File: config.mk
export PLATFORM = sky130hd
export DESIGN_NAME = trigger_holdoff_length_meter_top
export DESIGN_NICKNAME = d
export VERILOG_FILES = /design/src/thlm_pkg.sv /design/src/thlm_ctrl.sv /design/src/thlm_dp.sv /design/src/trigger_holdoff_length_meter_top.sv
export SDC_FILE = /design/constraint.sdc
export NUM_CORES = 1
export LEC_CHECK = 0
export ABC_AREA = 1
export BUFFER_PORTS_ARGS = -buffer_cell sky130_fd_sc_hd__buf_4
export CAP_MARGIN = 20
export CORE_ASPECT_RATIO = 1.25
export CORE_MARGIN = 5
export CORE_UTILIZATION = 30
export CTS_BUF_LIST = sky130_fd_sc_hd__clkbuf_4
export DETAILED_ROUTE_END_ITERATION = 16
export HOLD_SLACK_MARGIN = 0.15
export PLACE_DENSITY_LB_ADDON = 0.2
export SLEW_MARGIN = 20
export SYNTH_ARGS = -nofsm -noshare
export SYNTH_HDL_FRONTEND = slang
export SYNTH_SLANG_ARGS = --single-unit
File: constraint.sdc
create_clock -name clk -period 19.06 [get_ports clk]
set_clock_uncertainty 0.2 [all_clocks]
set_input_delay 3.812 -clock clk [delete_from_list [all_inputs] [get_ports clk]]
set_output_delay 3.812 -clock clk [all_outputs]
set_load 0.005 [all_outputs]
File: src/thlm_pkg.sv
// thlm_pkg: constants, register indexes and control types of the trigger hold-off meter
// used by thlm_ctrl, thlm_dp and trigger_holdoff_length_meter_top
// no dependencies
package thlm_pkg;

    // channel counts
    localparam int NUM_TRIGGERS = 5;
    localparam int NUM_DIGITAL  = 3;
    localparam int IDX_W        = $clog2(NUM_TRIGGERS);

    // field widths
    localparam int CH_W      = 3;
    localparam int TIME_W    = 32;
    localparam int PIN_W     = 3;
    localparam int IDLE_W    = 2;
    localparam int LEN_W     = 16;
    localparam int MAXLEN_W  = 15;
    localparam int PAUSE_W   = 16;
    localparam int HOLD_W    = 16;
    localparam int MASK_W    = 5;
    localparam int CFG_ADDR_W = 3;
    localparam int CFG_DATA_W = 16;
    localparam int IN_DATA_W  = 72;
    localparam int OUT_DATA_W = 64;

    // configuration register indexes
    localparam logic [CFG_ADDR_W-1:0] REG_PAUSE_CH0     = 3'd0;
    localparam logic [CFG_ADDR_W-1:0] REG_PAUSE_CH4     = 3'd4;
    localparam logic [CFG_ADDR_W-1:0] REG_ACTIVE_LEVELS = 3'd5;
    localparam logic [CFG_ADDR_W-1:0] REG_MAX_LENGTH    = 3'd6;
    localparam logic [CFG_ADDR_W-1:0] REG_BUZZER_HOLD   = 3'd7;

    // reset values
    localparam logic [MAXLEN_W-1:0] MAXLEN_RESET = 15'd32767;
    localparam logic [HOLD_W-1:0]   HOLD_RESET   = 16'd500;

    // input action and output kind codes
    localparam logic ACT_SHOT   = 1'b0;
    localparam logic ACT_POLL   = 1'b1;
    localparam logic KIND_REPORT = 1'b0;
    localparam logic KIND_STATUS = 1'b1;

    // length reported for an over-long pulse
    localparam logic [LEN_W-1:0] LEN_OVER = 16'hFFFF;

    // digital channels as a mask over an 8-bit padded pin vector
    localparam logic [7:0] DIG_MASK = 8'((1 << NUM_DIGITAL) - 1);

    // controller to datapath commands
    typedef struct packed {
        logic load;       // capture input word, clear scan state
        logic shot;       // qualify and record a shot edge
        logic scan;       // evaluate one channel of a poll
        logic buzz;       // update buzzer after the scan
        logic emit_rep;   // load next release report into output stage
        logic emit_stat;  // load status word into output stage
    } cmd_t;

    // datapath to controller status
    typedef struct packed {
        logic poll;       // captured word is a poll
        logic scan_last;  // scan is on the last channel
        logic done_any;   // release reports still to send
        logic out_free;   // output stage can take a word
    } st_t;

endpackage

File: src/thlm_ctrl.sv
// thlm_ctrl: sequencing state machine for shots and polls
// depends on thlm_pkg (cmd_t, st_t)
module thlm_ctrl
    import thlm_pkg::*;
(
    input  logic clk,
    input  logic rst_n,
    input  logic in_valid,
    output logic in_ready,
    input  st_t  st,
    output cmd_t cmd
);

    localparam logic [2:0] S_IDLE = 3'd0;
    localparam logic [2:0] S_SHOT = 3'd1;
    localparam logic [2:0] S_SCAN = 3'd2;
    localparam logic [2:0] S_BUZZ = 3'd3;
    localparam logic [2:0] S_EMIT = 3'd4;
    localparam logic [2:0] S_STAT = 3'd5;

    logic [2:0] state_reg;
    logic [2:0] state_next;

    // next state and commands
    always_comb
    begin
        state_next = state_reg;
        cmd        = '0;
        in_ready   = 1'b0;
        case (state_reg)
            S_IDLE:
            begin
                in_ready = 1'b1;
                if (in_valid)
                begin
                    cmd.load   = 1'b1;
                    state_next = S_SHOT;
                end
            end
            S_SHOT:
            begin
                // the captured word decides: shot edge or poll
                if (st.poll)
                begin
                    state_next = S_SCAN;
                end
                else
                begin
                    cmd.shot   = 1'b1;
                    state_next = S_IDLE;
                end
            end
            S_SCAN:
            begin
                cmd.scan = 1'b1;
                if (st.scan_last)
                begin
                    state_next = S_BUZZ;
                end
            end
            S_BUZZ:
            begin
                cmd.buzz   = 1'b1;
                state_next = S_EMIT;
            end
            S_EMIT:
            begin
                if (!st.done_any)
                begin
                    state_next = S_STAT;
                end
                else if (st.out_free)
                begin
                    cmd.emit_rep = 1'b1;
                end
            end
            S_STAT:
            begin
                if (st.out_free)
                begin
                    cmd.emit_stat = 1'b1;
                    state_next    = S_IDLE;
                end
            end
            default:
            begin
                state_next = S_IDLE;
            end
        endcase
    end

    // state register
    always_ff @(posedge clk or negedge rst_n)
    begin
        if (!rst_n)
        begin
            state_reg <= S_IDLE;
        end
        else
        begin
            state_reg <= state_next;
        end
    end

endmodule

File: src/thlm_dp.sv
// thlm_dp: configuration registers, per-channel state, pulse meter, buzzer and output stage
// depends on thlm_pkg (constants, cmd_t, st_t)
module thlm_dp
    import thlm_pkg::*;
(
    input  logic                  clk,
    input  logic                  rst_n,
    input  logic                  cfg_we,
    input  logic [CFG_ADDR_W-1:0] cfg_addr,
    input  logic [CFG_DATA_W-1:0] cfg_wdata,
    input  logic [IN_DATA_W-1:0]  in_data,
    input  logic                  in_user,
    input  cmd_t                  cmd,
    output st_t                   st,
    input  logic                  out_ready,
    output logic                  out_valid,
    output logic [OUT_DATA_W-1:0] out_data,
    output logic                  out_user,
    output logic                  out_last
);

    // configuration
    logic [PAUSE_W-1:0]  pause_reg [NUM_TRIGGERS];
    logic [PIN_W-1:0]    act_reg;
    logic [MAXLEN_W-1:0] maxlen_reg;
    logic [HOLD_W-1:0]   hold_reg;

    // captured input word
    logic              action_reg;
    logic [CH_W-1:0]   ch_reg;
    logic [TIME_W-1:0] now_reg;
    logic [TIME_W-1:0] stamp_reg;
    logic [PIN_W-1:0]  pins_reg;
    logic [IDLE_W-1:0] idle_reg;

    // channel state
    logic [TIME_W-1:0]       last_shot_reg [NUM_TRIGGERS];
    logic [TIME_W-1:0]       tag_reg [NUM_TRIGGERS];
    logic [LEN_W-1:0]        len_reg [NUM_TRIGGERS];
    logic [NUM_TRIGGERS-1:0] pending_reg;
    logic [NUM_TRIGGERS-1:0] done_reg;
    logic [IDX_W-1:0]        scan_reg;
    logic                    buzzer_reg;
    logic [TIME_W-1:0]       bstart_reg;

    // output stage
    logic                  oval_reg;
    logic [OUT_DATA_W-1:0] odata_reg;
    logic                  ouser_reg;

    logic [IDX_W-1:0]  addr;
    logic              ch_ok;
    logic [TIME_W-1:0] last_rd;
    logic [PAUSE_W-1:0] pause_rd;
    logic [TIME_W-1:0] since;
    logic              shot_ok;
    logic              over;
    logic              rel;
    logic [LEN_W-1:0]  len_val;
    logic [7:0]        pins8;
    logic [7:0]        act8;
    logic [7:0]        idle8;
    logic              dig_active;
    logic [TIME_W-1:0] buzz_age;
    logic [IDX_W-1:0]  emit_idx;
    logic [7:0]        pend8;
    logic [MASK_W-1:0] pmask;
    logic              out_free;

    // shared channel-state read port: shot channel or scan index
    assign addr     = cmd.scan ? scan_reg : ch_reg[IDX_W-1:0];
    assign ch_ok    = {1'b0, ch_reg} < (CH_W+1)'(NUM_TRIGGERS);
    assign last_rd  = last_shot_reg[addr];
    assign pause_rd = pause_reg[addr];
    assign since    = now_reg - last_rd;

    // hold-off qualification
    assign shot_ok = ch_ok && (since > TIME_W'(pause_rd));

    // pulse length and release decision for the scanned channel
    assign pins8 = {{(8-PIN_W){1'b0}}, pins_reg};
    assign act8  = {{(8-PIN_W){1'b0}}, act_reg};
    assign idle8 = {{(8-IDLE_W){1'b0}}, idle_reg};
    assign over    = since > TIME_W'(maxlen_reg);
    assign len_val = over ? LEN_OVER : since[LEN_W-1:0];

    always_comb
    begin
        rel = over;
        if (32'(scan_reg) < NUM_DIGITAL)
        begin
            if (pins8[scan_reg] != act8[scan_reg])
            begin
                rel = 1'b1;
            end
        end
        else if (32'(scan_reg) == NUM_DIGITAL)
        begin
            if (idle8[0])
            begin
                rel = 1'b1;
            end
        end
        else if (32'(scan_reg) == NUM_DIGITAL + 1)
        begin
            if (idle8[1])
            begin
                rel = 1'b1;
            end
        end
        else
        begin
            rel = 1'b1;
        end
    end

    // any digital pin at its active level
    assign dig_active = |(~(pins8 ^ act8) & DIG_MASK);
    assign buzz_age   = now_reg - bstart_reg;

    // lowest channel with a report still to send
    always_comb
    begin
        emit_idx = '0;
        for (int i = NUM_TRIGGERS - 1; i >= 0; i--)
        begin
            if (done_reg[i])
            begin
                emit_idx = IDX_W'(i);
            end
        end
    end

    assign pend8 = 8'(pending_reg);
    assign pmask = pend8[MASK_W-1:0];

    // configuration writes
    always_ff @(posedge clk or negedge rst_n)
    begin
        if (!rst_n)
        begin
            for (int i = 0; i < NUM_TRIGGERS; i++)
            begin
                pause_reg[i] <= '0;
            end
            act_reg    <= '0;
            maxlen_reg <= MAXLEN_RESET;
            hold_reg   <= HOLD_RESET;
        end
        else if (cfg_we)
        begin
            if (cfg_addr == REG_ACTIVE_LEVELS)
            begin
                act_reg <= cfg_wdata[PIN_W-1:0];
            end
            else if (cfg_addr == REG_MAX_LENGTH)
            begin
                maxlen_reg <= cfg_wdata[MAXLEN_W-1:0];
            end
            else if (cfg_addr == REG_BUZZER_HOLD)
            begin
                hold_reg <= cfg_wdata[HOLD_W-1:0];
            end
            else if (cfg_addr >= REG_PAUSE_CH0 && cfg_addr <= REG_PAUSE_CH4 &&
                     32'(cfg_addr) < NUM_TRIGGERS)
            begin
                pause_reg[cfg_addr[IDX_W-1:0]] <= cfg_wdata[PAUSE_W-1:0];
            end
        end
    end

    // input capture
    always_ff @(posedge clk)
    begin
        if (cmd.load)
        begin
            ch_reg    <= in_data[2:0];
            now_reg   <= in_data[34:3];
            stamp_reg <= in_data[66:35];
            pins_reg  <= in_data[69:67];
            idle_reg  <= in_data[71:70];
        end
    end

    always_ff @(posedge clk or negedge rst_n)
    begin
        if (!rst_n)
        begin
            action_reg <= ACT_SHOT;
        end
        else if (cmd.load)
        begin
            action_reg <= in_user;
        end
    end

    // time tags and lengths
    always_ff @(posedge clk)
    begin
        if (cmd.shot && shot_ok)
        begin
            tag_reg[addr] <= stamp_reg;
        end
        if (cmd.scan)
        begin
            len_reg[addr] <= len_val;
        end
    end

    // channel state, scan walk and buzzer
    always_ff @(posedge clk or negedge rst_n)
    begin
        if (!rst_n)
        begin
            for (int i = 0; i < NUM_TRIGGERS; i++)
            begin
                last_shot_reg[i] <= '0;
            end
            pending_reg <= '0;
            done_reg    <= '0;
            scan_reg    <= '0;
            buzzer_reg  <= 1'b0;
            bstart_reg  <= '0;
        end
        else
        begin
            if (cmd.load)
            begin
                done_reg <= '0;
                scan_reg <= '0;
            end
            if (cmd.shot && shot_ok)
            begin
                last_shot_reg[addr] <= now_reg;
                pending_reg[addr]   <= 1'b1;
                buzzer_reg          <= 1'b1;
            end
            if (cmd.scan)
            begin
                scan_reg <= scan_reg + 1'b1;
                if (pending_reg[addr] && rel)
                begin
                    last_shot_reg[addr] <= now_reg;
                    pending_reg[addr]   <= 1'b0;
                    done_reg[addr]      <= 1'b1;
                end
            end
            if (cmd.buzz && buzzer_reg)
            begin
                if (pending_reg == '0)
                begin
                    if (!dig_active && buzz_age >= TIME_W'(hold_reg))
                    begin
                        buzzer_reg <= 1'b0;
                        bstart_reg <= '0;
                    end
                end
                else if (bstart_reg == '0)
                begin
                    bstart_reg <= (now_reg == '0) ? TIME_W'(1) : now_reg;
                end
            end
            if (cmd.emit_rep)
            begin
                done_reg[emit_idx] <= 1'b0;
            end
        end
    end

    // output stage
    assign out_free = !oval_reg || out_ready;

    always_ff @(posedge clk or negedge rst_n)
    begin
        if (!rst_n)
        begin
            oval_reg <= 1'b0;
        end
        else if (cmd.emit_rep || cmd.emit_stat)
        begin
            oval_reg <= 1'b1;
        end
        else if (out_ready)
        begin
            oval_reg <= 1'b0;
        end
    end

    always_ff @(posedge clk)
    begin
        if (cmd.emit_rep)
        begin
            odata_reg <= {7'b0, buzzer_reg, pmask, tag_reg[emit_idx], len_reg[emit_idx],
                          CH_W'(emit_idx)};
            ouser_reg <= KIND_REPORT;
        end
        else if (cmd.emit_stat)
        begin
            odata_reg <= {7'b0, buzzer_reg, pmask, {TIME_W{1'b0}}, {LEN_W{1'b0}},
                          {CH_W{1'b0}}};
            ouser_reg <= KIND_STATUS;
        end
    end

    assign out_valid = oval_reg;
    assign out_data  = odata_reg;
    assign out_user  = ouser_reg;
    assign out_last  = (ouser_reg == KIND_STATUS);

    // status to the controller
    assign st.poll      = (action_reg == ACT_POLL);
    assign st.scan_last = (scan_reg == IDX_W'(NUM_TRIGGERS - 1));
    assign st.done_any  = |done_reg;
    assign st.out_free  = out_free;

endmodule

File: src/trigger_holdoff_length_meter_top.sv
// Trigger hold-off qualifier and pulse-length meter for five channels (three digital
// pins, rangefinder, analog trigger). A shot word (tuser 0) is checked against the
// channel's hold-off and, if taken, records its time tag, marks the channel pending
// and turns the buzzer on; it yields no output word. A poll word (tuser 1)
// walks the channels one per cycle through the shared channel-state read port,
// updates the buzzer, then sends one report per released channel and a status word
// with tlast set; each word waits while the output stalls.
// pending_mask and buzzer in every word of a poll show the state at its end. The
// next input word is taken while the status word still waits at the output.
// depends on thlm_pkg, thlm_ctrl, thlm_dp
module trigger_holdoff_length_meter_top
    import thlm_pkg::*;
(
    input  logic                  clk,
    input  logic                  rst_n,
    input  logic                  cfg_we,
    input  logic [CFG_ADDR_W-1:0] cfg_addr,
    input  logic [CFG_DATA_W-1:0] cfg_wdata,
    input  logic                  s_axis_tvalid,
    output logic                  s_axis_tready,
    // channel[2:0], now_ms[34:3], stamp[66:35], pin_levels[69:67], aux_idle[71:70]
    input  logic [IN_DATA_W-1:0]  s_axis_tdata,
    // action
    input  logic                  s_axis_tuser,
    output logic                  m_axis_tvalid,
    input  logic                  m_axis_tready,
    // report_channel[2:0], length_ms[18:3], shot_tag[50:19], pending_mask[55:51],
    // buzzer[56], zero[63:57]
    output logic [OUT_DATA_W-1:0] m_axis_tdata,
    // kind
    output logic                  m_axis_tuser,
    output logic                  m_axis_tlast
);

    cmd_t cmd;
    st_t  st;

    // sequencer
    thlm_ctrl u_ctrl (
        .clk      (clk),
        .rst_n    (rst_n),
        .in_valid (s_axis_tvalid),
        .in_ready (s_axis_tready),
        .st       (st),
        .cmd      (cmd)
    );

    // datapath
    thlm_dp u_dp (
        .clk       (clk),
        .rst_n     (rst_n),
        .cfg_we    (cfg_we),
        .cfg_addr  (cfg_addr),
        .cfg_wdata (cfg_wdata),
        .in_data   (s_axis_tdata),
        .in_user   (s_axis_tuser),
        .cmd       (cmd),
        .st        (st),
        .out_ready (m_axis_tready),
        .out_valid (m_axis_tvalid),
        .out_data  (m_axis_tdata),
        .out_user  (m_axis_tuser),
        .out_last  (m_axis_tlast)
    );

    // only the status word closes a poll
    assert property (@(posedge clk) disable iff (!rst_n)
        m_axis_tvalid |-> (m_axis_tlast == (m_axis_tuser == KIND_STATUS)))
        else $error("tlast does not match word kind");

    // a released channel is no longer pending
    assert property (@(posedge clk) disable iff (!rst_n)
        (m_axis_tvalid && m_axis_tuser == KIND_REPORT) |->
            (((m_axis_tdata[55:51] >> m_axis_tdata[2:0]) & 5'd1) == 5'd0))
        else $error("reported channel still pending");

    // no new word is taken while a poll still has reports to deliver
    assert property (@(posedge clk) disable iff (!rst_n)
        (m_axis_tvalid && m_axis_tuser == KIND_REPORT) |-> !s_axis_tready)
        else $error("input taken during report delivery");

endmodule
### Word level (Yosys, flattened, before mapping)

Memory sizes are Yosys's and may differ from the RTL's.
Index checks and enable logic that the tools add are counted.

| storage, ports and cells | value |
|---|---|
| output and inout port bits | 68 |
| memories | 2 |
| input bits | 97 |
| bits in writable memories | 240 |
| logic and storage cells | 191 |
| bits in registers | 455 |

| operators by class | value |
|---|---|
| $add $sub $neg | 3 |
| bitwise operators | 13 |
| multiplexer cells | 81 |
| reductions and logical operators | 31 |
| equal/unequal tests | 16 |
| $lt $le $gt $ge | 17 |

Memory list:

| name | depth | width | read ports | clocked after memory_dff | write ports | line | text |
|---|---|---|---|---|---|---|---|
| u_dp.tag_reg | 5 | 32 | 1 | 0 | 1 | thlm_dp.sv:38 | `logic [TIME_W-1:0] tag_reg [NUM_TRIGGERS];` |
| u_dp.len_reg | 5 | 16 | 1 | 0 | 1 | thlm_dp.sv:39 | `logic [LEN_W-1:0] len_reg [NUM_TRIGGERS];` |

Operators by type and width:

| operator | count |
|---|---|
| 160-bit 2-to-1 mux | 3 |
| 160-bit bitwise mux | 2 |
| 32-bit 2-to-1 mux | 7 |
| 57-bit 2-to-1 mux | 2 |
| 32-bit binary-select mux with 3-bit select | 1 |
| 32-bit demux with 3-bit select | 1 |
| 80-bit bitwise mux | 1 |
| 32-bit logical NOT | 2 |
| 16-bit 2-to-1 mux | 4 |
| 32-bit subtractor | 2 |
| 16-bit binary-select mux with 3-bit select | 1 |
| 16-bit demux with 3-bit select | 1 |
| 3-bit 2-to-1 mux | 12 |
| 5-bit 2-to-1 mux | 7 |
| 32-bit by 16-bit >= comparator with 1-bit output | 1 |
| 32-bit by 15-bit > comparator with 1-bit output | 1 |
| 32-bit by 16-bit > comparator with 1-bit output | 1 |
| 1-bit 2-to-1 mux | 32 |
| 3-bit equality test (second input constant) | 6 |
| 3-bit one-hot mux with 6 select lines | 1 |
| 3-bit by 4-bit < comparator with 1-bit output (second input constant) | 3 |
| 1-bit logical AND | 11 |
| 5-bit bitwise AND | 2 |
| 5-bit inverter | 2 |
| 31 further kinds | 55 |

### Longest topological paths before layout

| logic depth | value |
|---|---|
| depth in word-level cells | 18 |
| depth in mapped cells | 38 |

### Modules after synthesis

A second synthesis with hierarchy kept.

| second synthesis, totals | value |
|---|---|
| cells, all modules | 4133 |
| area, all modules | 35230.0 um^2 |

Modules (own cells, without submodules):

| module | cells an instance | area each (um^2) | instances |
|---|---|---|---|
| thlm_dp | 4093 | 34978.5 | 1 |
| thlm_ctrl | 40 | 251.5 | 1 |

### Worst setup path after synthesis

OpenSTA, ideal clock, no wires.

| path | value |
|---|---|
| kind | input port to flip-flop |
| from | in m_axis_tready |
| to | reg u_dp.odata_reg[0], in the netlist u_dp.out_data[0] (enable) |
| slack | 11708 ps |
| buffers on the path | 0 |
| data required time | 18369 ps |
| stages on the path | 2 |
| arrival time | 6661 ps |
| setup time | 491 ps |
| path through | nor2_1 a21oi_1 |

| on the way | value |
|---|---|
| cells in the longest elaborated chain, start to end | 5 |

Ends and longest elaborated chain:

| what | line | text |
|---|---|---|
| start, declared | trigger_holdoff_length_meter_top.sv:26 | `input logic m_axis_tready,` |
| 1-bit logical OR (*) | thlm_dp.sv:271 | `assign out_free = !oval_reg \|\| out_ready;` |
| 1-bit 2-to-1 mux (*) | thlm_ctrl.sv:72, thlm_ctrl.sv:79 |  |
| 1-bit 2-to-1 mux | thlm_ctrl.sv:68 | `if (!st.done_any)` |
| 1-bit 2-to-1 mux | thlm_ctrl.sv:30 | `case (state_reg)` |
| 2-bit nonzero test (no line) (*) | -- |  |
| end signal, assigned | thlm_dp.sv:293 | `odata_reg <= {7'b0, buzzer_reg, pmask, tag_reg[emit_idx], len_reg[emit_idx],` |
| end signal, assigned | thlm_dp.sv:299 | `odata_reg <= {7'b0, buzzer_reg, pmask, {TIME_W{1'b0}}, {LEN_W{1'b0}},` |
| end, declared | thlm_dp.sv:48 | `logic [OUT_DATA_W-1:0] odata_reg;` |

Every way passes the cells marked *; elsewhere a longest branch is shown, timed or not.
A chain may end at the register's enable or synchronous reset.

### Worst setup path after layout

| path | value |
|---|---|
| from | reg u_ctrl.state_reg[0] |
| to | reg u_dp.last_shot_reg[21] (netlist bit) |

| on the way | value |
|---|---|
| cells in the longest elaborated chain, start to end | 16 |

Ends and longest elaborated chain:

| what | line | text |
|---|---|---|
| start, declared | thlm_ctrl.sv:21 | `logic [2:0] state_reg;` |
| start signal, assigned | thlm_ctrl.sv:101 | `state_reg <= state_next;` |
| 3-bit by 2-bit equality test with 1-bit output | thlm_ctrl.sv:30 |  |
| 1-bit 2-to-1 mux | thlm_ctrl.sv:30 |  |
| 3-bit 2-to-1 mux | thlm_dp.sv:71 | `assign addr = cmd.scan ? scan_reg : ch_reg[IDX_W-1:0];` |
| 3-bit inverter with 4-bit output (not written as such) | -- |  |
| 32-bit binary-select mux with 3-bit select | thlm_dp.sv:73 | `assign last_rd = last_shot_reg[addr];` |
| 32-bit 2-to-1 mux (not written as such) (2 in series) | thlm_dp.sv:73 |  |
| 32-bit subtractor | thlm_dp.sv:75 | `assign since = now_reg - last_rd;` |
| 32-bit by 15-bit > comparator with 1-bit output | thlm_dp.sv:84 | `assign over = since > TIME_W'(maxlen_reg);` |
| 1-bit 2-to-1 mux | thlm_dp.sv:106 | `if (idle8[1])` |
| 1-bit 2-to-1 mux | thlm_dp.sv:104 | `else if (32'(scan_reg) == NUM_DIGITAL + 1)` |
| 1-bit 2-to-1 mux | thlm_dp.sv:97 | `else if (32'(scan_reg) == NUM_DIGITAL)` |
| 1-bit 2-to-1 mux | thlm_dp.sv:90 | `if (32'(scan_reg) < NUM_DIGITAL)` |
| 1-bit logical AND | thlm_dp.sv:241 | `if (pending_reg[addr] && rel)` |
| 160-bit 2-to-1 mux | thlm_dp.sv:241 |  |
| 160-bit 2-to-1 mux (*) | thlm_dp.sv:238 | `if (cmd.scan)` |
| end signal, assigned by index | thlm_dp.sv:234 | `last_shot_reg[addr] <= now_reg;` |
| end signal, assigned by index | thlm_dp.sv:243 | `last_shot_reg[addr] <= now_reg;` |
| end, declared | thlm_dp.sv:37 | `logic [TIME_W-1:0] last_shot_reg [NUM_TRIGGERS];` |

Every way passes the cells marked *; elsewhere a longest branch is shown, timed or not. The select of a mux whose other input is x is not followed.

==> run summary <==
outcome: complete, no violations
Post-Layout Inst Area: 0.0405 sq mm
register area share after synthesis: 54.8%
crit share post-route: 42.0%
CP max stage cell: buf_4
worst-case vdd ir drop: 0.0771 mV
PortBufs: 157
Initial Util: 30.2%
Max Cap Violations: 0
CTS Sinks: 695
Layout Cells excl Fill: 5921
Primary FF master, synth: edfxtp_1
Gate Count Post-Synth: 3986
Worst-path clk slew: 60 ps
crit path launch type: flop
first-pass GRT wire length: 173 mm
synthesized area: 0.0352 sq mm
GRT Resource Usage Total: 18.1%
CP dominant cell by count: nand2_1
worst rel slew slack: 28.2%
max incr delay on CP: 690 ps
simple-gate area share of the yosys netlist: 21.5%
Hold Path Stages: 2
H-tree depth: 4
WS Path Type: reg2reg
Final setup viols: 0
Placeable Area: 0.116 sq mm
vias in the first global route: 28.5k
Placer Congestion: 0.932
detailed-route wire length: 114 mm
Pwr Density: 169 mW/mm^2
Die Ht: 393 microns
worst r2r path cells: 33
fraction of the mapped netlist area in compound gates: 11.9%
grt ovf: 0
Worst Setup End Kind: flop
crit path max fanout: 58
Min-Delay Path Class: reg2reg
# nets final: 4417
initial antenna violation count: 3
syn_area_per_cell: 8.82 sq um
largest family of logic cells by synthesized area: simple AND/OR/NAND/NOR gates
RSZ-0062 raised after global routing: no
Post-route DRC: 0
total power: 6.85 mW
FILL cells: 12.2k
vias per cell: 4.84
Post-DP Area: 0.0380 sq mm
Post-Synth XOR/XNOR Area: 0.847%
multiplexer area fraction after synthesis: 0%
Fin Setup TNS: 0 ps
postcts setup bufs: 0
Post-CTS Hold Buffers: 0
CTS tree: yes
most frequent cells in the layout: nand2_1 (1097), o21ai_0 (419), inv_1 (375)
IO Count: 165
Leak: 18.3 nW
Detail Placement HPWL: 75.7 mm
Multi-input gate area: 0.0136 sq mm
routed vias: 28.7k
dpl cells: 5578
post-route ant nets: 0
CTS root buffer: clkbuf_4
Tmin final: 8010 ps
initial DRC count: 2093
clock tree buffer depth: 3
die area: 0.124 sq mm
clock share of power: 20.1%
Flop pwr share: 31.5%
Syn-to-layout area delta: 15.1%
fmax: 125 MHz
total CTS buffers: 188
switching share of total power: 45.6%
Chip Width: 316 microns
synth unique cells: 49
logic gate share of total power: 48.5%
drt wl/cell: 19.2 microns
Sw Pwr: 3.12 mW
Seq. cell area: 0.0193 sq mm
# resized after CTS: 0
asr flop ratio synth: 46.8%
Synth Area in Adders: 4.06%
EDFF count, synth: 369
max-slew violations: 0
Std-Cell Rows: 140
internal power: 3.73 mW
Worst-Skew Late Latency: 1130 ps
worst-margin pin slew: 1080 ps
Yosys reg bits: 695
largest net degree at the start of global routing: 129
Ys Warns: 0
data required time of the worst path: 19860 ps
Arrival @ worst endpoint: 8810 ps
drt pass-1 iters: 6
commonest non-fill, non-tap cell in the layout: nand2_1
layout cell share with drive strength beyond 1: 13.9%
final hold vios: 0
[path summary, 6_finish.rpt]
check | end | slack (ps) | startpoint
setup / recovery | u_dp.last_shot_reg[21] | 11050 | u_ctrl.state_reg[0]
hold / removal | u_dp.bstart_reg[27] | 270 | u_dp.bstart_reg[27]
setup reg to reg | u_dp.last_shot_reg[21] | 11050 | u_ctrl.state_reg[0]
hold reg to reg | u_dp.bstart_reg[27] | 270 | u_dp.bstart_reg[27]
max in group asynchronous | u_dp.last_shot_reg[51] | 13350 | rst_n
min in group asynchronous | u_dp.hold_reg[10] | 2470 | rst_n
[cell type report]
cell class              count  share of cell area (%)
repair buffers            219                    4.19
well taps                1562                    4.83
clock inverters            48                   0.683
multi-input cells        2716                    33.7
clock buffers             291                    5.40
inverters                 387                    3.59
diodes                      3                  0.0185
flip-flops and latches    695                    47.6
[power groups by stage]
stage	Combinational (mW)	Sequential (mW)	Clock (mW)
after floorplan	2.33	2.11	0
after global placement	3.31	2.18	0
after detailed placement	3.34	2.18	0
after CTS	3.35	2.16	1.43
after global routing	3.76	2.19	1.51
final	3.32	2.16	1.37
[cells in the mapped netlist, drive strengths merged (11+ instances only)]
master     n  area [sq um]
a21oi     98           505
nor3      26           130
o221ai    60           526
nand3    292          1490
clkbuf   122           458
o211ai    30           225
a211oi    31           233
a221oi    19           166
nand4     42           278
xor2      28           245
nor2     355          1350
inv      385          1450
nand2   1105          4160
o22ai     23           144
a22oi     11          82.6
dfstp     21           552
edfxtp   369         11100
o21ai    420          2110
dfrtp    304          7610
ha       111          1390
buf       72           515
[cell families (layout without fill, tap and decap cells)]
family | Yosys count | after routing
buffers and inverters | 581 | 945
flip-flops | 695 | 695
adder cells (fa/ha/maj) | 113 | 113
AND/OR/NAND/NOR | 1846 | 1846
XOR/XNOR | 34 | 34
AO/OA/AOI/OAI | 716 | 716
other | 1 | 10
[per-stage QoR]
stage	setup WS, ps	utilization, %	hold WS [ps]
finish	11050	34.7	268
global route	10400	34.7	292
CTS	10980	34.7	274
detailed placement	11060	32.6	259
global placement	11160	32.6	255
floorplan	11710	-	225
[critical path, delay by kind of cell, from the launching register on]
family,cells,cell delay [ps]
xor gates and xnor gates,1,220
and+or+nand+nor,23,4220
AOI/OAI and AO/OA,1,400
adders and majority gates,3,1040
DFF,1,430
buffers and inverters,5,1310
[per-layer routing]
| layer | routed length (microns) | GRT usage, % | up-vias | share of wire (%) |
|---|---|---|---|---|
| li1 | - | - | 14000 | - |
| met4 | 3040 | 6.14 | 2 | 2.7 |
| met2 | 57700 | 32.1 | 723 | 51 |
| met1 | 47900 | 22.1 | 13700 | 42 |
| met3 | 5310 | 3.23 | 194 | 4.7 |
| met5 | 13 | 0 | - | 0.011 |
Note: power is estimated with default switching activity, not from simulation.
